<file path="config.mk">
export PLATFORM = sky130hd
export DESIGN_NAME = can_event_io_refresh_bridge_flat
export DESIGN_NICKNAME = d
export VERILOG_FILES = /design/src/sv/cevb_pkg.sv /design/src/sv/cevb_if.sv /design/src/sv/cevb_front.sv /design/src/sv/cevb_queue.sv /design/src/sv/cevb_back.sv /design/src/sv/can_event_io_refresh_bridge.sv /design/src/flat_wrapper.sv
export SDC_FILE = /design/constraint.sdc
export NUM_CORES = 2
export LEC_CHECK = 0
export BUFFER_PORTS_ARGS = -buffer_cell sky130_fd_sc_hd__buf_2
export CAP_MARGIN = 20
export CORE_MARGIN = 4
export CORE_UTILIZATION = 40
export CTS_CLUSTER_SIZE = 25
export DETAILED_ROUTE_END_ITERATION = 10
export GPL_ROUTABILITY_DRIVEN = 1
export SETUP_SLACK_MARGIN = 0.15
export SYNTH_ARGS = -nofsm -noshare
export SYNTH_HDL_FRONTEND = slang
export SYNTH_SLANG_ARGS = --single-unit
</file>
<file path="constraint.sdc">
create_clock -name clk -period 6.6 [get_ports clk]
set_input_delay 1.32 -clock clk [delete_from_list [all_inputs] [get_ports clk]]
set_output_delay 1.32 -clock clk [all_outputs]
set_load 0.01 [all_outputs]
</file>
<file path="src/sv/cevb_pkg.sv">
// ----------------------------------------------------------------------------
// cevb_pkg
// shared types, codes and helpers of the event io refresh bridge
// ----------------------------------------------------------------------------
package cevb_pkg;

  localparam int TBL_DEPTH = 16;
  localparam int SLOT_W    = 4;
  localparam int ADDR_W    = 5;
  localparam int DATA_W    = 32;

  // command codes of the input word
  localparam logic [2:0] CMD_RX    = 3'd0;
  localparam logic [2:0] CMD_TICK  = 3'd1;
  localparam logic [2:0] CMD_SETLV = 3'd2;
  localparam logic [2:0] CMD_LDIN  = 3'd3;
  localparam logic [2:0] CMD_LDOUT = 3'd4;
  localparam logic [2:0] CMD_START = 3'd5;

  // bus opcodes
  localparam logic [7:0] OPC_ON   = 8'h90;
  localparam logic [7:0] OPC_OFF  = 8'h91;
  localparam logic [7:0] OPC_REQ  = 8'h92;
  localparam logic [7:0] OPC_RON  = 8'h93;
  localparam logic [7:0] OPC_ROFF = 8'h94;

  // register indexes
  localparam logic [2:0] REG_BASE_ID   = 3'd0;
  localparam logic [2:0] REG_MAJOR     = 3'd1;
  localparam logic [2:0] REG_MINOR     = 3'd2;
  localparam logic [2:0] REG_TIMEOUT   = 3'd3;
  localparam logic [2:0] REG_PRELOAD   = 3'd4;

  localparam logic [6:0]  RST_BASE_ID = 7'h7F;
  localparam logic [1:0]  RST_MAJOR   = 2'd1;
  localparam logic [1:0]  RST_MINOR   = 2'd1;
  localparam logic [15:0] RST_TIMEOUT = 16'd30000;
  localparam logic [11:0] RST_PRELOAD = 12'd500;

  localparam int DEF_INPUT_SLOTS  = 16;
  localparam int DEF_OUTPUT_SLOTS = 16;

  // classified operation handed from front to back
  typedef enum logic [2:0] {
    OP_NOP,
    OP_RX_ON,
    OP_RX_OFF,
    OP_TICK,
    OP_SETLV,
    OP_LDIN,
    OP_LDOUT,
    OP_START
  } op_t;

  typedef struct packed {
    op_t               op;
    logic [15:0]       node;
    logic [15:0]       event_req;
    logic [SLOT_W-1:0] slot;
    logic [15:0]       levels;
  } q_item_t;

  typedef struct packed {
    logic [6:0]  base_id;
    logic [1:0]  major_priority;
    logic [1:0]  minor_priority;
    logic [15:0] refresh_timeout;
    logic [11:0] preload_step;
  } cfg_t;

  // saturating age increment
  function automatic logic [15:0] bump(input logic [15:0] a);
    bump = (a == 16'hFFFF) ? a : a + 16'd1;
  endfunction

endpackage

</file>
<file path="src/sv/cevb_if.sv">
// ----------------------------------------------------------------------------
// cevb_in_if / cevb_out_if
// valid-ready channels for command words and result words
// ----------------------------------------------------------------------------
interface cevb_in_if;
  logic        valid;
  logic        ready;
  logic [2:0]  cmd;
  logic [7:0]  opcode;
  logic [15:0] node;
  logic [15:0] event_req;
  logic [3:0]  slot;
  logic [15:0] levels;

  modport source (output valid, cmd, opcode, node, event_req, slot, levels, input ready);
  modport sink   (input valid, cmd, opcode, node, event_req, slot, levels, output ready);
endinterface

interface cevb_out_if;
  logic        valid;
  logic        ready;
  logic        is_frame;
  logic [10:0] frame_id;
  logic [7:0]  frame_opcode;
  logic [15:0] frame_node;
  logic [15:0] frame_event;
  logic [15:0] input_image;
  logic        last;

  modport source (output valid, is_frame, frame_id, frame_opcode, frame_node, frame_event,
                  input_image, last, input ready);
  modport sink   (input valid, is_frame, frame_id, frame_opcode, frame_node, frame_event,
                  input_image, last, output ready);
endinterface

</file>
<file path="src/sv/cevb_front.sv">
// ----------------------------------------------------------------------------
// cevb_front
// accepts command words and classifies them for the back end
// ----------------------------------------------------------------------------
module cevb_front
  import cevb_pkg::*;
#(
  parameter int INPUT_SLOTS  = DEF_INPUT_SLOTS,
  parameter int OUTPUT_SLOTS = DEF_OUTPUT_SLOTS
) (
  cevb_in_if.sink  in_ch,
  input  logic     q_full,
  output logic     q_push,
  output q_item_t  q_item
);

  logic in_slot_ok;
  logic out_slot_ok;

  assign in_slot_ok  = {1'b0, in_ch.slot} < 5'(INPUT_SLOTS);
  assign out_slot_ok = {1'b0, in_ch.slot} < 5'(OUTPUT_SLOTS);

  assign in_ch.ready = !q_full;
  assign q_push      = in_ch.valid && !q_full;

  always_comb begin
    q_item.node      = in_ch.node;
    q_item.event_req = in_ch.event_req;
    q_item.slot      = in_ch.slot;
    q_item.levels    = in_ch.levels;
    case (in_ch.cmd)
      CMD_RX: begin
        if (in_ch.opcode == OPC_ON || in_ch.opcode == OPC_RON) q_item.op = OP_RX_ON;
        else if (in_ch.opcode == OPC_OFF || in_ch.opcode == OPC_ROFF) q_item.op = OP_RX_OFF;
        else q_item.op = OP_NOP;
      end
      CMD_TICK:  q_item.op = OP_TICK;
      CMD_SETLV: q_item.op = OP_SETLV;
      CMD_LDIN:  q_item.op = in_slot_ok ? OP_LDIN : OP_NOP;
      CMD_LDOUT: q_item.op = out_slot_ok ? OP_LDOUT : OP_NOP;
      CMD_START: q_item.op = OP_START;
      default:   q_item.op = OP_NOP;
    endcase
  end

endmodule

</file>
<file path="src/sv/cevb_queue.sv">
// ----------------------------------------------------------------------------
// cevb_queue
// two-entry queue of classified commands between front and back
// ----------------------------------------------------------------------------
module cevb_queue
  import cevb_pkg::*;
(
  input  logic    clk,
  input  logic    rst_n,
  input  logic    push,
  input  q_item_t push_item,
  output logic    full,
  input  logic    pop,
  output logic    q_valid,
  output q_item_t q_data
);

  q_item_t    mem_r [2];
  logic       wp_r, wp_nxt;
  logic       rp_r, rp_nxt;
  logic [1:0] cnt_r, cnt_nxt;

  assign full    = cnt_r == 2'd2;
  assign q_valid = cnt_r != 2'd0;
  assign q_data  = mem_r[rp_r];

  always_comb begin
    wp_nxt  = push ? !wp_r : wp_r;
    rp_nxt  = pop ? !rp_r : rp_r;
    cnt_nxt = cnt_r + 2'(push) - 2'(pop);
  end

  always_ff @(posedge clk) begin
    if (!rst_n) begin
      wp_r  <= 1'b0;
      rp_r  <= 1'b0;
      cnt_r <= 2'd0;
    end else begin
      wp_r  <= wp_nxt;
      rp_r  <= rp_nxt;
      cnt_r <= cnt_nxt;
    end
    if (push) mem_r[wp_r] <= push_item;
  end

endmodule

</file>
<file path="src/sv/cevb_back.sv">
// ----------------------------------------------------------------------------
// cevb_back
// event tables and the sequencer that scans them and emits result words
// ----------------------------------------------------------------------------
module cevb_back
  import cevb_pkg::*;
#(
  parameter int INPUT_SLOTS  = DEF_INPUT_SLOTS,
  parameter int OUTPUT_SLOTS = DEF_OUTPUT_SLOTS
) (
  input  logic     clk,
  input  logic     rst_n,
  input  cfg_t     cfg,
  input  logic     q_valid,
  input  q_item_t  q_data,
  output logic     q_pop,
  cevb_out_if.source out_ch
);

  localparam int SCAN_SLOTS = (INPUT_SLOTS > OUTPUT_SLOTS) ? INPUT_SLOTS : OUTPUT_SLOTS;
  localparam logic [SLOT_W-1:0] OUT_LAST  = SLOT_W'(OUTPUT_SLOTS - 1);
  localparam logic [SLOT_W-1:0] IN_LAST   = SLOT_W'(INPUT_SLOTS - 1);
  localparam logic [SLOT_W-1:0] SCAN_LAST = SLOT_W'(SCAN_SLOTS - 1);
  localparam logic [TBL_DEPTH-1:0] IN_MASK  = TBL_DEPTH'((33'd1 << INPUT_SLOTS) - 33'd1);
  localparam logic [TBL_DEPTH-1:0] OUT_MASK = TBL_DEPTH'((33'd1 << OUTPUT_SLOTS) - 33'd1);

  typedef enum logic [2:0] {
    S_IDLE,
    S_RUN_OUT,
    S_RUN_IN,
    S_START,
    S_STATUS
  } state_t;

  state_t            state_r, state_nxt;
  logic [SLOT_W-1:0] idx_r, idx_nxt;
  logic [15:0]       acc_r, acc_nxt;
  logic              running_r, running_nxt;

  logic [15:0] in_node_r  [TBL_DEPTH];
  logic [15:0] in_event_r [TBL_DEPTH];
  logic [15:0] in_age_r   [TBL_DEPTH];
  logic [TBL_DEPTH-1:0] in_level_r;
  logic [15:0] out_node_r  [TBL_DEPTH];
  logic [15:0] out_event_r [TBL_DEPTH];
  logic [15:0] out_age_r   [TBL_DEPTH];
  logic [TBL_DEPTH-1:0] out_wanted_r;
  logic [TBL_DEPTH-1:0] out_sent_r;

  // output register
  logic        ov_r, ov_nxt;
  logic        o_isf_r, o_isf_nxt;
  logic [7:0]  o_op_r, o_op_nxt;
  logic [15:0] o_node_r, o_node_nxt;
  logic [15:0] o_ev_r, o_ev_nxt;
  logic [15:0] o_img_r, o_img_nxt;
  logic        o_last_r, o_last_nxt;

  logic        ospace;
  logic [15:0] img;
  logic [15:0] on_node, in_node_sel;
  logic [15:0] o_age_b, i_age_b;
  logic        o_fire, i_fire;
  logic        in_idx_ok, out_idx_ok;
  logic [10:0] frame_id;

  assign ospace      = !ov_r || out_ch.ready;
  assign img         = in_level_r & IN_MASK;
  assign on_node     = out_node_r[idx_r];
  assign in_node_sel = in_node_r[idx_r];
  assign o_age_b     = bump(out_age_r[idx_r]);
  assign i_age_b     = bump(in_age_r[idx_r]);
  assign o_fire      = (on_node != 16'd0) &&
                       (o_age_b >= cfg.refresh_timeout ||
                        out_sent_r[idx_r] != out_wanted_r[idx_r]);
  assign i_fire      = (in_node_sel != 16'd0) && (i_age_b >= cfg.refresh_timeout);
  assign in_idx_ok   = {1'b0, idx_r} < 5'(INPUT_SLOTS);
  assign out_idx_ok  = {1'b0, idx_r} < 5'(OUTPUT_SLOTS);
  assign frame_id    = 11'(cfg.base_id) + {cfg.major_priority, 9'd0} +
                       {2'd0, cfg.minor_priority, 7'd0};

  always_comb begin
    state_nxt   = state_r;
    idx_nxt     = idx_r;
    acc_nxt     = acc_r;
    running_nxt = running_r;
    q_pop       = 1'b0;
    ov_nxt      = ov_r && !out_ch.ready;
    o_isf_nxt   = o_isf_r;
    o_op_nxt    = o_op_r;
    o_node_nxt  = o_node_r;
    o_ev_nxt    = o_ev_r;
    o_img_nxt   = o_img_r;
    o_last_nxt  = o_last_r;
    case (state_r)
      S_IDLE: begin
        if (q_valid) begin
          q_pop = 1'b1;
          idx_nxt = '0;
          case (q_data.op)
            OP_TICK:  state_nxt = running_r ? S_RUN_OUT : S_STATUS;
            OP_START: begin
              running_nxt = 1'b1;
              acc_nxt     = 16'd0;
              state_nxt   = S_START;
            end
            default:  state_nxt = S_STATUS;
          endcase
        end
      end
      S_RUN_OUT: begin
        if (ospace) begin
          if (o_fire) begin
            ov_nxt     = 1'b1;
            o_isf_nxt  = 1'b1;
            o_op_nxt   = out_wanted_r[idx_r] ? OPC_ON : OPC_OFF;
            o_node_nxt = on_node;
            o_ev_nxt   = out_event_r[idx_r];
            o_img_nxt  = img;
            o_last_nxt = 1'b0;
          end
          if (idx_r == OUT_LAST) begin
            idx_nxt   = '0;
            state_nxt = S_RUN_IN;
          end else begin
            idx_nxt = idx_r + 1'b1;
          end
        end
      end
      S_RUN_IN: begin
        if (ospace) begin
          if (i_fire) begin
            ov_nxt     = 1'b1;
            o_isf_nxt  = 1'b1;
            o_op_nxt   = OPC_REQ;
            o_node_nxt = in_node_sel;
            o_ev_nxt   = in_event_r[idx_r];
            o_img_nxt  = img;
            o_last_nxt = 1'b0;
          end
          if (idx_r == IN_LAST) state_nxt = S_STATUS;
          else idx_nxt = idx_r + 1'b1;
        end
      end
      S_START: begin
        if (ospace) begin
          if (in_idx_ok && in_node_sel != 16'd0) begin
            ov_nxt     = 1'b1;
            o_isf_nxt  = 1'b1;
            o_op_nxt   = OPC_REQ;
            o_node_nxt = in_node_sel;
            o_ev_nxt   = in_event_r[idx_r];
            o_img_nxt  = img;
            o_last_nxt = 1'b0;
          end
          acc_nxt = acc_r + 16'(cfg.preload_step);
          if (idx_r == SCAN_LAST) state_nxt = S_STATUS;
          else idx_nxt = idx_r + 1'b1;
        end
      end
      S_STATUS: begin
        if (ospace) begin
          ov_nxt     = 1'b1;
          o_isf_nxt  = 1'b0;
          o_op_nxt   = 8'd0;
          o_node_nxt = 16'd0;
          o_ev_nxt   = 16'd0;
          o_img_nxt  = img;
          o_last_nxt = 1'b1;
          state_nxt  = S_IDLE;
        end
      end
      default: state_nxt = S_IDLE;
    endcase
  end

  always_ff @(posedge clk) begin
    if (!rst_n) begin
      state_r      <= S_IDLE;
      idx_r        <= '0;
      acc_r        <= 16'd0;
      running_r    <= 1'b0;
      ov_r         <= 1'b0;
      in_level_r   <= '0;
      out_wanted_r <= '0;
      out_sent_r   <= '0;
      for (int i = 0; i < TBL_DEPTH; i++) begin
        in_node_r[i]   <= 16'd0;
        in_event_r[i]  <= 16'd0;
        in_age_r[i]    <= 16'd0;
        out_node_r[i]  <= 16'd0;
        out_event_r[i] <= 16'd0;
        out_age_r[i]   <= 16'd0;
      end
    end else begin
      state_r   <= state_nxt;
      idx_r     <= idx_nxt;
      acc_r     <= acc_nxt;
      running_r <= running_nxt;
      ov_r      <= ov_nxt;
      if (state_r == S_IDLE && q_valid) begin
        case (q_data.op)
          OP_RX_ON, OP_RX_OFF: begin
            if (running_r) begin
              for (int i = 0; i < INPUT_SLOTS; i++) begin
                if (in_node_r[i] != 16'd0 && in_node_r[i] == q_data.node &&
                    in_event_r[i] == q_data.event_req) begin
                  in_level_r[i] <= (q_data.op == OP_RX_ON);
                  in_age_r[i]   <= 16'd0;
                end
              end
            end
          end
          OP_SETLV: out_wanted_r <= q_data.levels & OUT_MASK;
          OP_LDIN: begin
            in_node_r[q_data.slot]  <= q_data.node;
            in_event_r[q_data.slot] <= q_data.event_req;
          end
          OP_LDOUT: begin
            out_node_r[q_data.slot]  <= q_data.node;
            out_event_r[q_data.slot] <= q_data.event_req;
          end
          default: ;
        endcase
      end
      if (ospace) begin
        case (state_r)
          S_RUN_OUT: begin
            if (on_node != 16'd0) begin
              out_age_r[idx_r] <= o_fire ? 16'd0 : o_age_b;
              if (o_fire) out_sent_r[idx_r] <= out_wanted_r[idx_r];
            end
          end
          S_RUN_IN: begin
            if (in_node_sel != 16'd0) in_age_r[idx_r] <= i_fire ? 16'd0 : i_age_b;
          end
          S_START: begin
            if (out_idx_ok) out_age_r[idx_r] <= acc_r;
            if (in_idx_ok && in_node_sel != 16'd0) in_age_r[idx_r] <= acc_r;
          end
          default: ;
        endcase
      end
    end
    o_isf_r  <= o_isf_nxt;
    o_op_r   <= o_op_nxt;
    o_node_r <= o_node_nxt;
    o_ev_r   <= o_ev_nxt;
    o_img_r  <= o_img_nxt;
    o_last_r <= o_last_nxt;
  end

  assign out_ch.valid        = ov_r;
  assign out_ch.is_frame     = o_isf_r;
  assign out_ch.frame_id     = o_isf_r ? frame_id : 11'd0;
  assign out_ch.frame_opcode = o_op_r;
  assign out_ch.frame_node   = o_node_r;
  assign out_ch.frame_event  = o_ev_r;
  assign out_ch.input_image  = o_img_r;
  assign out_ch.last         = o_last_r;

  a_status_not_frame: assert property (@(posedge clk) disable iff (!rst_n)
    ov_r && o_last_r |-> !o_isf_r)
    else $error("closing word flagged as frame");

  a_frame_needs_run: assert property (@(posedge clk) disable iff (!rst_n)
    ov_r && o_isf_r |-> running_r)
    else $error("frame emitted before start");

  a_status_closes: assert property (@(posedge clk) disable iff (!rst_n)
    state_r == S_STATUS && ospace |=> state_r == S_IDLE && ov_r && o_last_r)
    else $error("status word not issued at end of command");

  a_pop_idle: assert property (@(posedge clk) disable iff (!rst_n)
    q_pop |-> state_r == S_IDLE && q_valid)
    else $error("unexpected pop");

endmodule

</file>
<file path="src/sv/can_event_io_refresh_bridge.sv">
// ----------------------------------------------------------------------------
// can_event_io_refresh_bridge
// event io refresh bridge: input/output event tables with aged refresh
//
//   port group  role    content
//   in_ch       sink    command word: cmd, opcode, node, event_req, slot, levels
//   out_ch      source  result word: frame fields, input_image, last
//   p*          apb     configuration registers at byte address 4*index
//
// a command word is classified combinationally and written into a two-entry
// queue; the back end takes one command at a time, pops it, scans the entries
// it needs and ends with a status word. loads, level writes, received frames
// and ticks before start go straight to the status word; a tick after start
// scans the output then the input slots; start scans the larger slot range.
// with the back end idle a command word passes the queue, the state register
// and the output register before its first result word is valid. a stalled
// out_ch holds the scan; the queue keeps accepting until full. reset (rst_n,
// synchronous) clears both tables, stops the block, loads register defaults
// ----------------------------------------------------------------------------
module can_event_io_refresh_bridge
  import cevb_pkg::*;
#(
  parameter int INPUT_SLOTS  = DEF_INPUT_SLOTS,
  parameter int OUTPUT_SLOTS = DEF_OUTPUT_SLOTS
) (
  input  logic              clk,
  input  logic              rst_n,
  cevb_in_if.sink           in_ch,
  cevb_out_if.source        out_ch,
  input  logic              psel,
  input  logic              penable,
  input  logic              pwrite,
  input  logic [ADDR_W-1:0] paddr,
  input  logic [DATA_W-1:0] pwdata,
  output logic [DATA_W-1:0] prdata,
  output logic              pready
);

  cfg_t    cfg_r;
  logic    cfg_wr;
  logic    [2:0] reg_idx;

  logic    q_push;
  q_item_t q_item;
  logic    q_full;
  logic    q_pop;
  logic    q_valid;
  q_item_t q_data;

  // configuration registers
  assign pready  = 1'b1;
  assign cfg_wr  = psel && penable && pwrite;
  assign reg_idx = paddr[4:2];

  always_ff @(posedge clk) begin
    if (!rst_n) begin
      cfg_r.base_id         <= RST_BASE_ID;
      cfg_r.major_priority  <= RST_MAJOR;
      cfg_r.minor_priority  <= RST_MINOR;
      cfg_r.refresh_timeout <= RST_TIMEOUT;
      cfg_r.preload_step    <= RST_PRELOAD;
    end else if (cfg_wr) begin
      case (reg_idx)
        REG_BASE_ID: cfg_r.base_id         <= pwdata[6:0];
        REG_MAJOR:   cfg_r.major_priority  <= pwdata[1:0];
        REG_MINOR:   cfg_r.minor_priority  <= pwdata[1:0];
        REG_TIMEOUT: cfg_r.refresh_timeout <= pwdata[15:0];
        REG_PRELOAD: cfg_r.preload_step    <= pwdata[11:0];
        default: ;
      endcase
    end
  end

  // register read-back
  always_comb begin
    case (reg_idx)
      REG_BASE_ID: prdata = DATA_W'(cfg_r.base_id);
      REG_MAJOR:   prdata = DATA_W'(cfg_r.major_priority);
      REG_MINOR:   prdata = DATA_W'(cfg_r.minor_priority);
      REG_TIMEOUT: prdata = DATA_W'(cfg_r.refresh_timeout);
      REG_PRELOAD: prdata = DATA_W'(cfg_r.preload_step);
      default:     prdata = '0;
    endcase
  end

  // front: accept and classify
  cevb_front #(
    .INPUT_SLOTS  (INPUT_SLOTS),
    .OUTPUT_SLOTS (OUTPUT_SLOTS)
  ) u_front (
    .in_ch  (in_ch),
    .q_full (q_full),
    .q_push (q_push),
    .q_item (q_item)
  );

  // decoupling queue
  cevb_queue u_queue (
    .clk       (clk),
    .rst_n     (rst_n),
    .push      (q_push),
    .push_item (q_item),
    .full      (q_full),
    .pop       (q_pop),
    .q_valid   (q_valid),
    .q_data    (q_data)
  );

  // back: tables, scans, result words
  cevb_back #(
    .INPUT_SLOTS  (INPUT_SLOTS),
    .OUTPUT_SLOTS (OUTPUT_SLOTS)
  ) u_back (
    .clk     (clk),
    .rst_n   (rst_n),
    .cfg     (cfg_r),
    .q_valid (q_valid),
    .q_data  (q_data),
    .q_pop   (q_pop),
    .out_ch  (out_ch)
  );

endmodule
</file>
<file path="src/flat_wrapper.sv">
// flat-port wrapper written by rule: the top's interface ports become plain ports
module can_event_io_refresh_bridge_flat import cevb_pkg::*;
#(
  parameter int INPUT_SLOTS  = DEF_INPUT_SLOTS,
  parameter int OUTPUT_SLOTS = DEF_OUTPUT_SLOTS
)
  (clk, rst_n, psel, penable, pwrite, paddr, pwdata, prdata, pready, in_ch_valid, in_ch_cmd, in_ch_opcode, in_ch_node, in_ch_event_req, in_ch_slot, in_ch_levels, in_ch_ready, out_ch_valid, out_ch_is_frame, out_ch_frame_id, out_ch_frame_opcode, out_ch_frame_node, out_ch_frame_event, out_ch_input_image, out_ch_last, out_ch_ready);
  cevb_in_if in_ch_i ();
  cevb_out_if out_ch_i ();
  input  logic clk;
  input  logic rst_n;
  input  logic psel;
  input  logic penable;
  input  logic pwrite;
  input  logic [ADDR_W-1:0] paddr;
  input  logic [DATA_W-1:0] pwdata;
  output logic [DATA_W-1:0] prdata;
  output logic pready;
  input wire logic [$bits(in_ch_i.valid)-1:0] in_ch_valid;
  input wire logic [$bits(in_ch_i.cmd)-1:0] in_ch_cmd;
  input wire logic [$bits(in_ch_i.opcode)-1:0] in_ch_opcode;
  input wire logic [$bits(in_ch_i.node)-1:0] in_ch_node;
  input wire logic [$bits(in_ch_i.event_req)-1:0] in_ch_event_req;
  input wire logic [$bits(in_ch_i.slot)-1:0] in_ch_slot;
  input wire logic [$bits(in_ch_i.levels)-1:0] in_ch_levels;
  output wire logic [$bits(in_ch_i.ready)-1:0] in_ch_ready;
  output wire logic [$bits(out_ch_i.valid)-1:0] out_ch_valid;
  output wire logic [$bits(out_ch_i.is_frame)-1:0] out_ch_is_frame;
  output wire logic [$bits(out_ch_i.frame_id)-1:0] out_ch_frame_id;
  output wire logic [$bits(out_ch_i.frame_opcode)-1:0] out_ch_frame_opcode;
  output wire logic [$bits(out_ch_i.frame_node)-1:0] out_ch_frame_node;
  output wire logic [$bits(out_ch_i.frame_event)-1:0] out_ch_frame_event;
  output wire logic [$bits(out_ch_i.input_image)-1:0] out_ch_input_image;
  output wire logic [$bits(out_ch_i.last)-1:0] out_ch_last;
  input wire logic [$bits(out_ch_i.ready)-1:0] out_ch_ready;
  assign in_ch_i.valid = in_ch_valid;
  assign in_ch_i.cmd = in_ch_cmd;
  assign in_ch_i.opcode = in_ch_opcode;
  assign in_ch_i.node = in_ch_node;
  assign in_ch_i.event_req = in_ch_event_req;
  assign in_ch_i.slot = in_ch_slot;
  assign in_ch_i.levels = in_ch_levels;
  assign in_ch_ready = in_ch_i.ready;
  assign out_ch_valid = out_ch_i.valid;
  assign out_ch_is_frame = out_ch_i.is_frame;
  assign out_ch_frame_id = out_ch_i.frame_id;
  assign out_ch_frame_opcode = out_ch_i.frame_opcode;
  assign out_ch_frame_node = out_ch_i.frame_node;
  assign out_ch_frame_event = out_ch_i.frame_event;
  assign out_ch_input_image = out_ch_i.input_image;
  assign out_ch_last = out_ch_i.last;
  assign out_ch_i.ready = out_ch_ready;
  can_event_io_refresh_bridge #(.INPUT_SLOTS(INPUT_SLOTS), .OUTPUT_SLOTS(OUTPUT_SLOTS)) u_core (.clk(clk), .rst_n(rst_n), .in_ch(in_ch_i), .out_ch(out_ch_i), .psel(psel), .penable(penable), .pwrite(pwrite), .paddr(paddr), .pwdata(pwdata), .prdata(prdata), .pready(pready));
endmodule
</file>
==> results.md <==
* Status: completed
* CTS tree: built
* Row count at 170
* Synth unique cells at 99
* Maximum achievable frequency at 0.1629 GHz
* Hpwl dp at around 200000 um
* Initial Utilization at 40.17%
* Critical-path top delay cell: dfxtp_4
* Critical path arrival at 6.66 ns
* Final setup fails at 0
* Crit end category: flop
* Worst Skew at roughly 0.044 ns
* Yosys reg bits at ~1.8k
* Hold Path Class: flop to flop
* Top cells by count, synth: edfxtp_1 (1699), nor2_1 (1649), mux4_2 (364), clkbuf_1 (353), xor2_1 (319)
* Per-cell routed wire length at slightly below 30 um
* Mapped Area at 86130 um^2
* Dpl cell area at just over 90000 um^2
* First-pass GRT wire length at 405900 um
* IO Count at 211
* Worst-Margin Slew at about 1.1 ns
* GRT Overall Usage at 25.14%
* Clock Tree Root: clkbuf_16
* Mean area per synthesized cell at around 13 um^2
* DRC Markers at 0
* Area leader, netlist: edfxtp_1
* Synth async-reset ratio at 0%
* Die Y at around 470 um
* CTS Buffer Depth at 3
* Startpoint Class: flop
* Die area at roughly 220000 um^2
* GP Congestion at slightly below 1
* Clk_lat worst skew at roughly 0.84 ns
* Wire length on met3 at ~27000 um
* Number of cells after detailed placement at between 9k and 10k
* Initial DRC Count at 7127
* Layout fillers at 19.21k
* Die Wd at about 470 um
* Sink Count at ~1.8k
* Worst setup path class: flop to flop
* Final WL at between 200000 and 300000 um
* Via density at 5.908
* Uppermost routed layer: met5
* Worst path required time at 7.12 ns
* RSZ-0062 raised after global routing: no
* Synth area leaders: edfxtp_1 (59%), mux4_2 (9.5%), nor2_1 (7.2%)
* Fin. max-slew vios at 0
* Top-count cell post-synth: edfxtp_1
* I/O Buffers at between 150 and 200
* Share of layout cells above drive strength 1 at 19.21%
* Leak at about 35 nW
* Final TNS setup at 0 ns
* Max Cap Viol at 0
* Slew headroom at about a quarter
* Post-synth EDFFs at around 1.7k
* Design Area, Final at approximately 100000 um^2
* Yosys top cell area share at 59.23%
* Via count at ~57k
* Layout area overhead at 13.24%
* Cell mode on critical path: buf_4
* Crit path time final at slightly above 6 ns
* Vias in the first global route at roughly 55k
* Postcts setup bufs at 0
* Met2 routed wirelength at 131400 um
* Pin count of the biggest net entering global routing at 94
* Clock-pin slew on the worst setup and hold paths at around 0.06 ns
* Yosys warns at 0
* Htree depth at 4
* WP buf/inv at 3
* Core Area at between 200000 and 250000 um^2
* TritonRoute pass-1 iters at 5
* Post-synthesis sequential area ratio at 62.05%
* Pwr dens at between 300 and 400 nW/um^2
* Final worst path period share at between 90% and 100%
* Post-Layout Cell Count at ~9.6k
* Final Hold Vio Count at 0
* Crit path largest cell delay at approximately 0.77 ns
* Critical Path, Cell by Cell: buf_4, mux4_2, a22o_1, a221oi_1, nor3b_2, nand3_2, mux2_2, ha_1, a211oi_1, o21ai_0, a31oi_1, nor4_1, o31ai_2, buf_4, and2_1, buf_4, a22oi_2, nor2_1
* Top delay family on crit path: compound AO/OA/AOI/OAI gates
* Peak supply drop at 0.2999 mV
* Top_reg_cell synth: edfxtp_1
* Antenna violations before repair at 16
* Net count reported at finish at approximately 6.7k
* Maximum fanout along the worst path at 37
* Total CTS buffers at between 150 and 200
* Grt ovf at 0
* Total chip power at about 35 mW
* Final ANT Viol Nets at 0
* Routed length on met1 at approximately 110000 um
* Cells after synthesis at roughly 6.4k
-- per-stage QoR --
| stage | hold slack (ns) | utilization, % | setup slack [ns] |
|---|---|---|---|
| floorplan | 0.4076 | - | 0.4038 |
| global placement | 0.4188 | 42.63 | 0.5374 |
| detailed placement | 0.4180 | 42.64 | 0.4988 |
| CTS | 0.4347 | 45.48 | 0.4869 |
| global route | 0.4454 | 45.49 | 0.1569 |
| finish | 0.4361 | 45.49 | 0.4594 |
-- layout by cell type, fill, tap and decap left out, drive strengths merged, types with 121 or more instances in the layout --
master  instances
dfxtp         121
xnor2         212
xor2          319
clkbuf        234
nand4         124
nand2         310
buf           510
nor2         1649
edfxtp       1699
mux4          404
-- path summary, 6_finish.rpt --
check	cells after the start	slack, ns	from	to
min	0	0.44	u_core.u_back.img[13]$_SDFFE_PN0P_	u_core.u_back.out_ch.input_image[13]$_DFFE_PP_
max	18	0.46	flop	u_core.u_back.out_age_r[6][4]$_SDFFCE_PN0P_
max reg2reg	18	0.46	flop	u_core.u_back.out_age_r[6][4]$_SDFFCE_PN0P_
min reg2reg	0	0.44	u_core.u_back.img[13]$_SDFFE_PN0P_	u_core.u_back.out_ch.input_image[13]$_DFFE_PP_
-- layer usage --
| layer | global-route usage (%) | up-vias |
|---|---|---|
| li1 | - | 23940 |
| met1 | 33.94 | 29110 |
| met2 | 39.35 | 3026 |
| met3 | 5.010 | 559 |
| met4 | 11.59 | 8 |
| met5 | 0 | - |
-- registers in the layout (all words and copies together), names as in the netlist, 39 cells and up, named ones only --
signal / count
u_core.u_back.in_age_r: 256
u_core.u_back.in_event_r: 256
u_core.u_back.in_node_r: 256
u_core.u_back.out_age_r: 256
u_core.u_back.out_event_r: 256
u_core.u_back.out_node_r: 256
u_core.u_queue.mem_r: 110
u_core.cfg_r: 39
-- layout make-up --
cell class | count | area [um^2] | share of cell area [%]
Clock buffer | 234 | 4950 | 5.075
Inverter | 41 | 155.1 | 0.1591
Timing Repair Buffer | 510 | 3963 | 4.063
Antenna cell | 4 | 10.01 | 0.01026
Sequential cell | 1820 | 53460 | 54.81
Multi-Input combinational cell | 4022 | 30310 | 31.08
Tap cell | 2838 | 3551 | 3.641
Clock inverter | 118 | 1139 | 1.167
-- repair_timing --
| action | in CTS | in global routing |
|---|---|---|
| endpoints found under the setup margin | 0 | 8 |
| endpoints found under the hold margin | 0 | 0 |
| resized for setup | 0 | 1 |
| hold buffers | 0 | 0 |
-- where the power goes --
group	total (mW)	leakage [nW]	internal (mW)	switching, mW
combinational	10.8	13.6	3.84	6.94
clock	10.6	2.95	5.91	4.68
sequential	13.8	18.4	13.3	0.496
-- cell families (layout without fill, tap and decap cells) --
family                     count (synthesis)  count (layout)  synth area share (%)
AOI/OAI and AO/OA                        438             438                 3.976
xor gates and xnor gates                 531             531                 5.400
adders and majority gates                 53              53                0.7786
buffers and inverters                    597             903                 3.472
DFF                                     1820            1820                 62.05
muxes                                    526             526                 12.17
other                                      2              25              0.008719
and+or+nand+nor                         2453            2453                 12.15
Note: power is estimated with default switching activity, not from simulation.
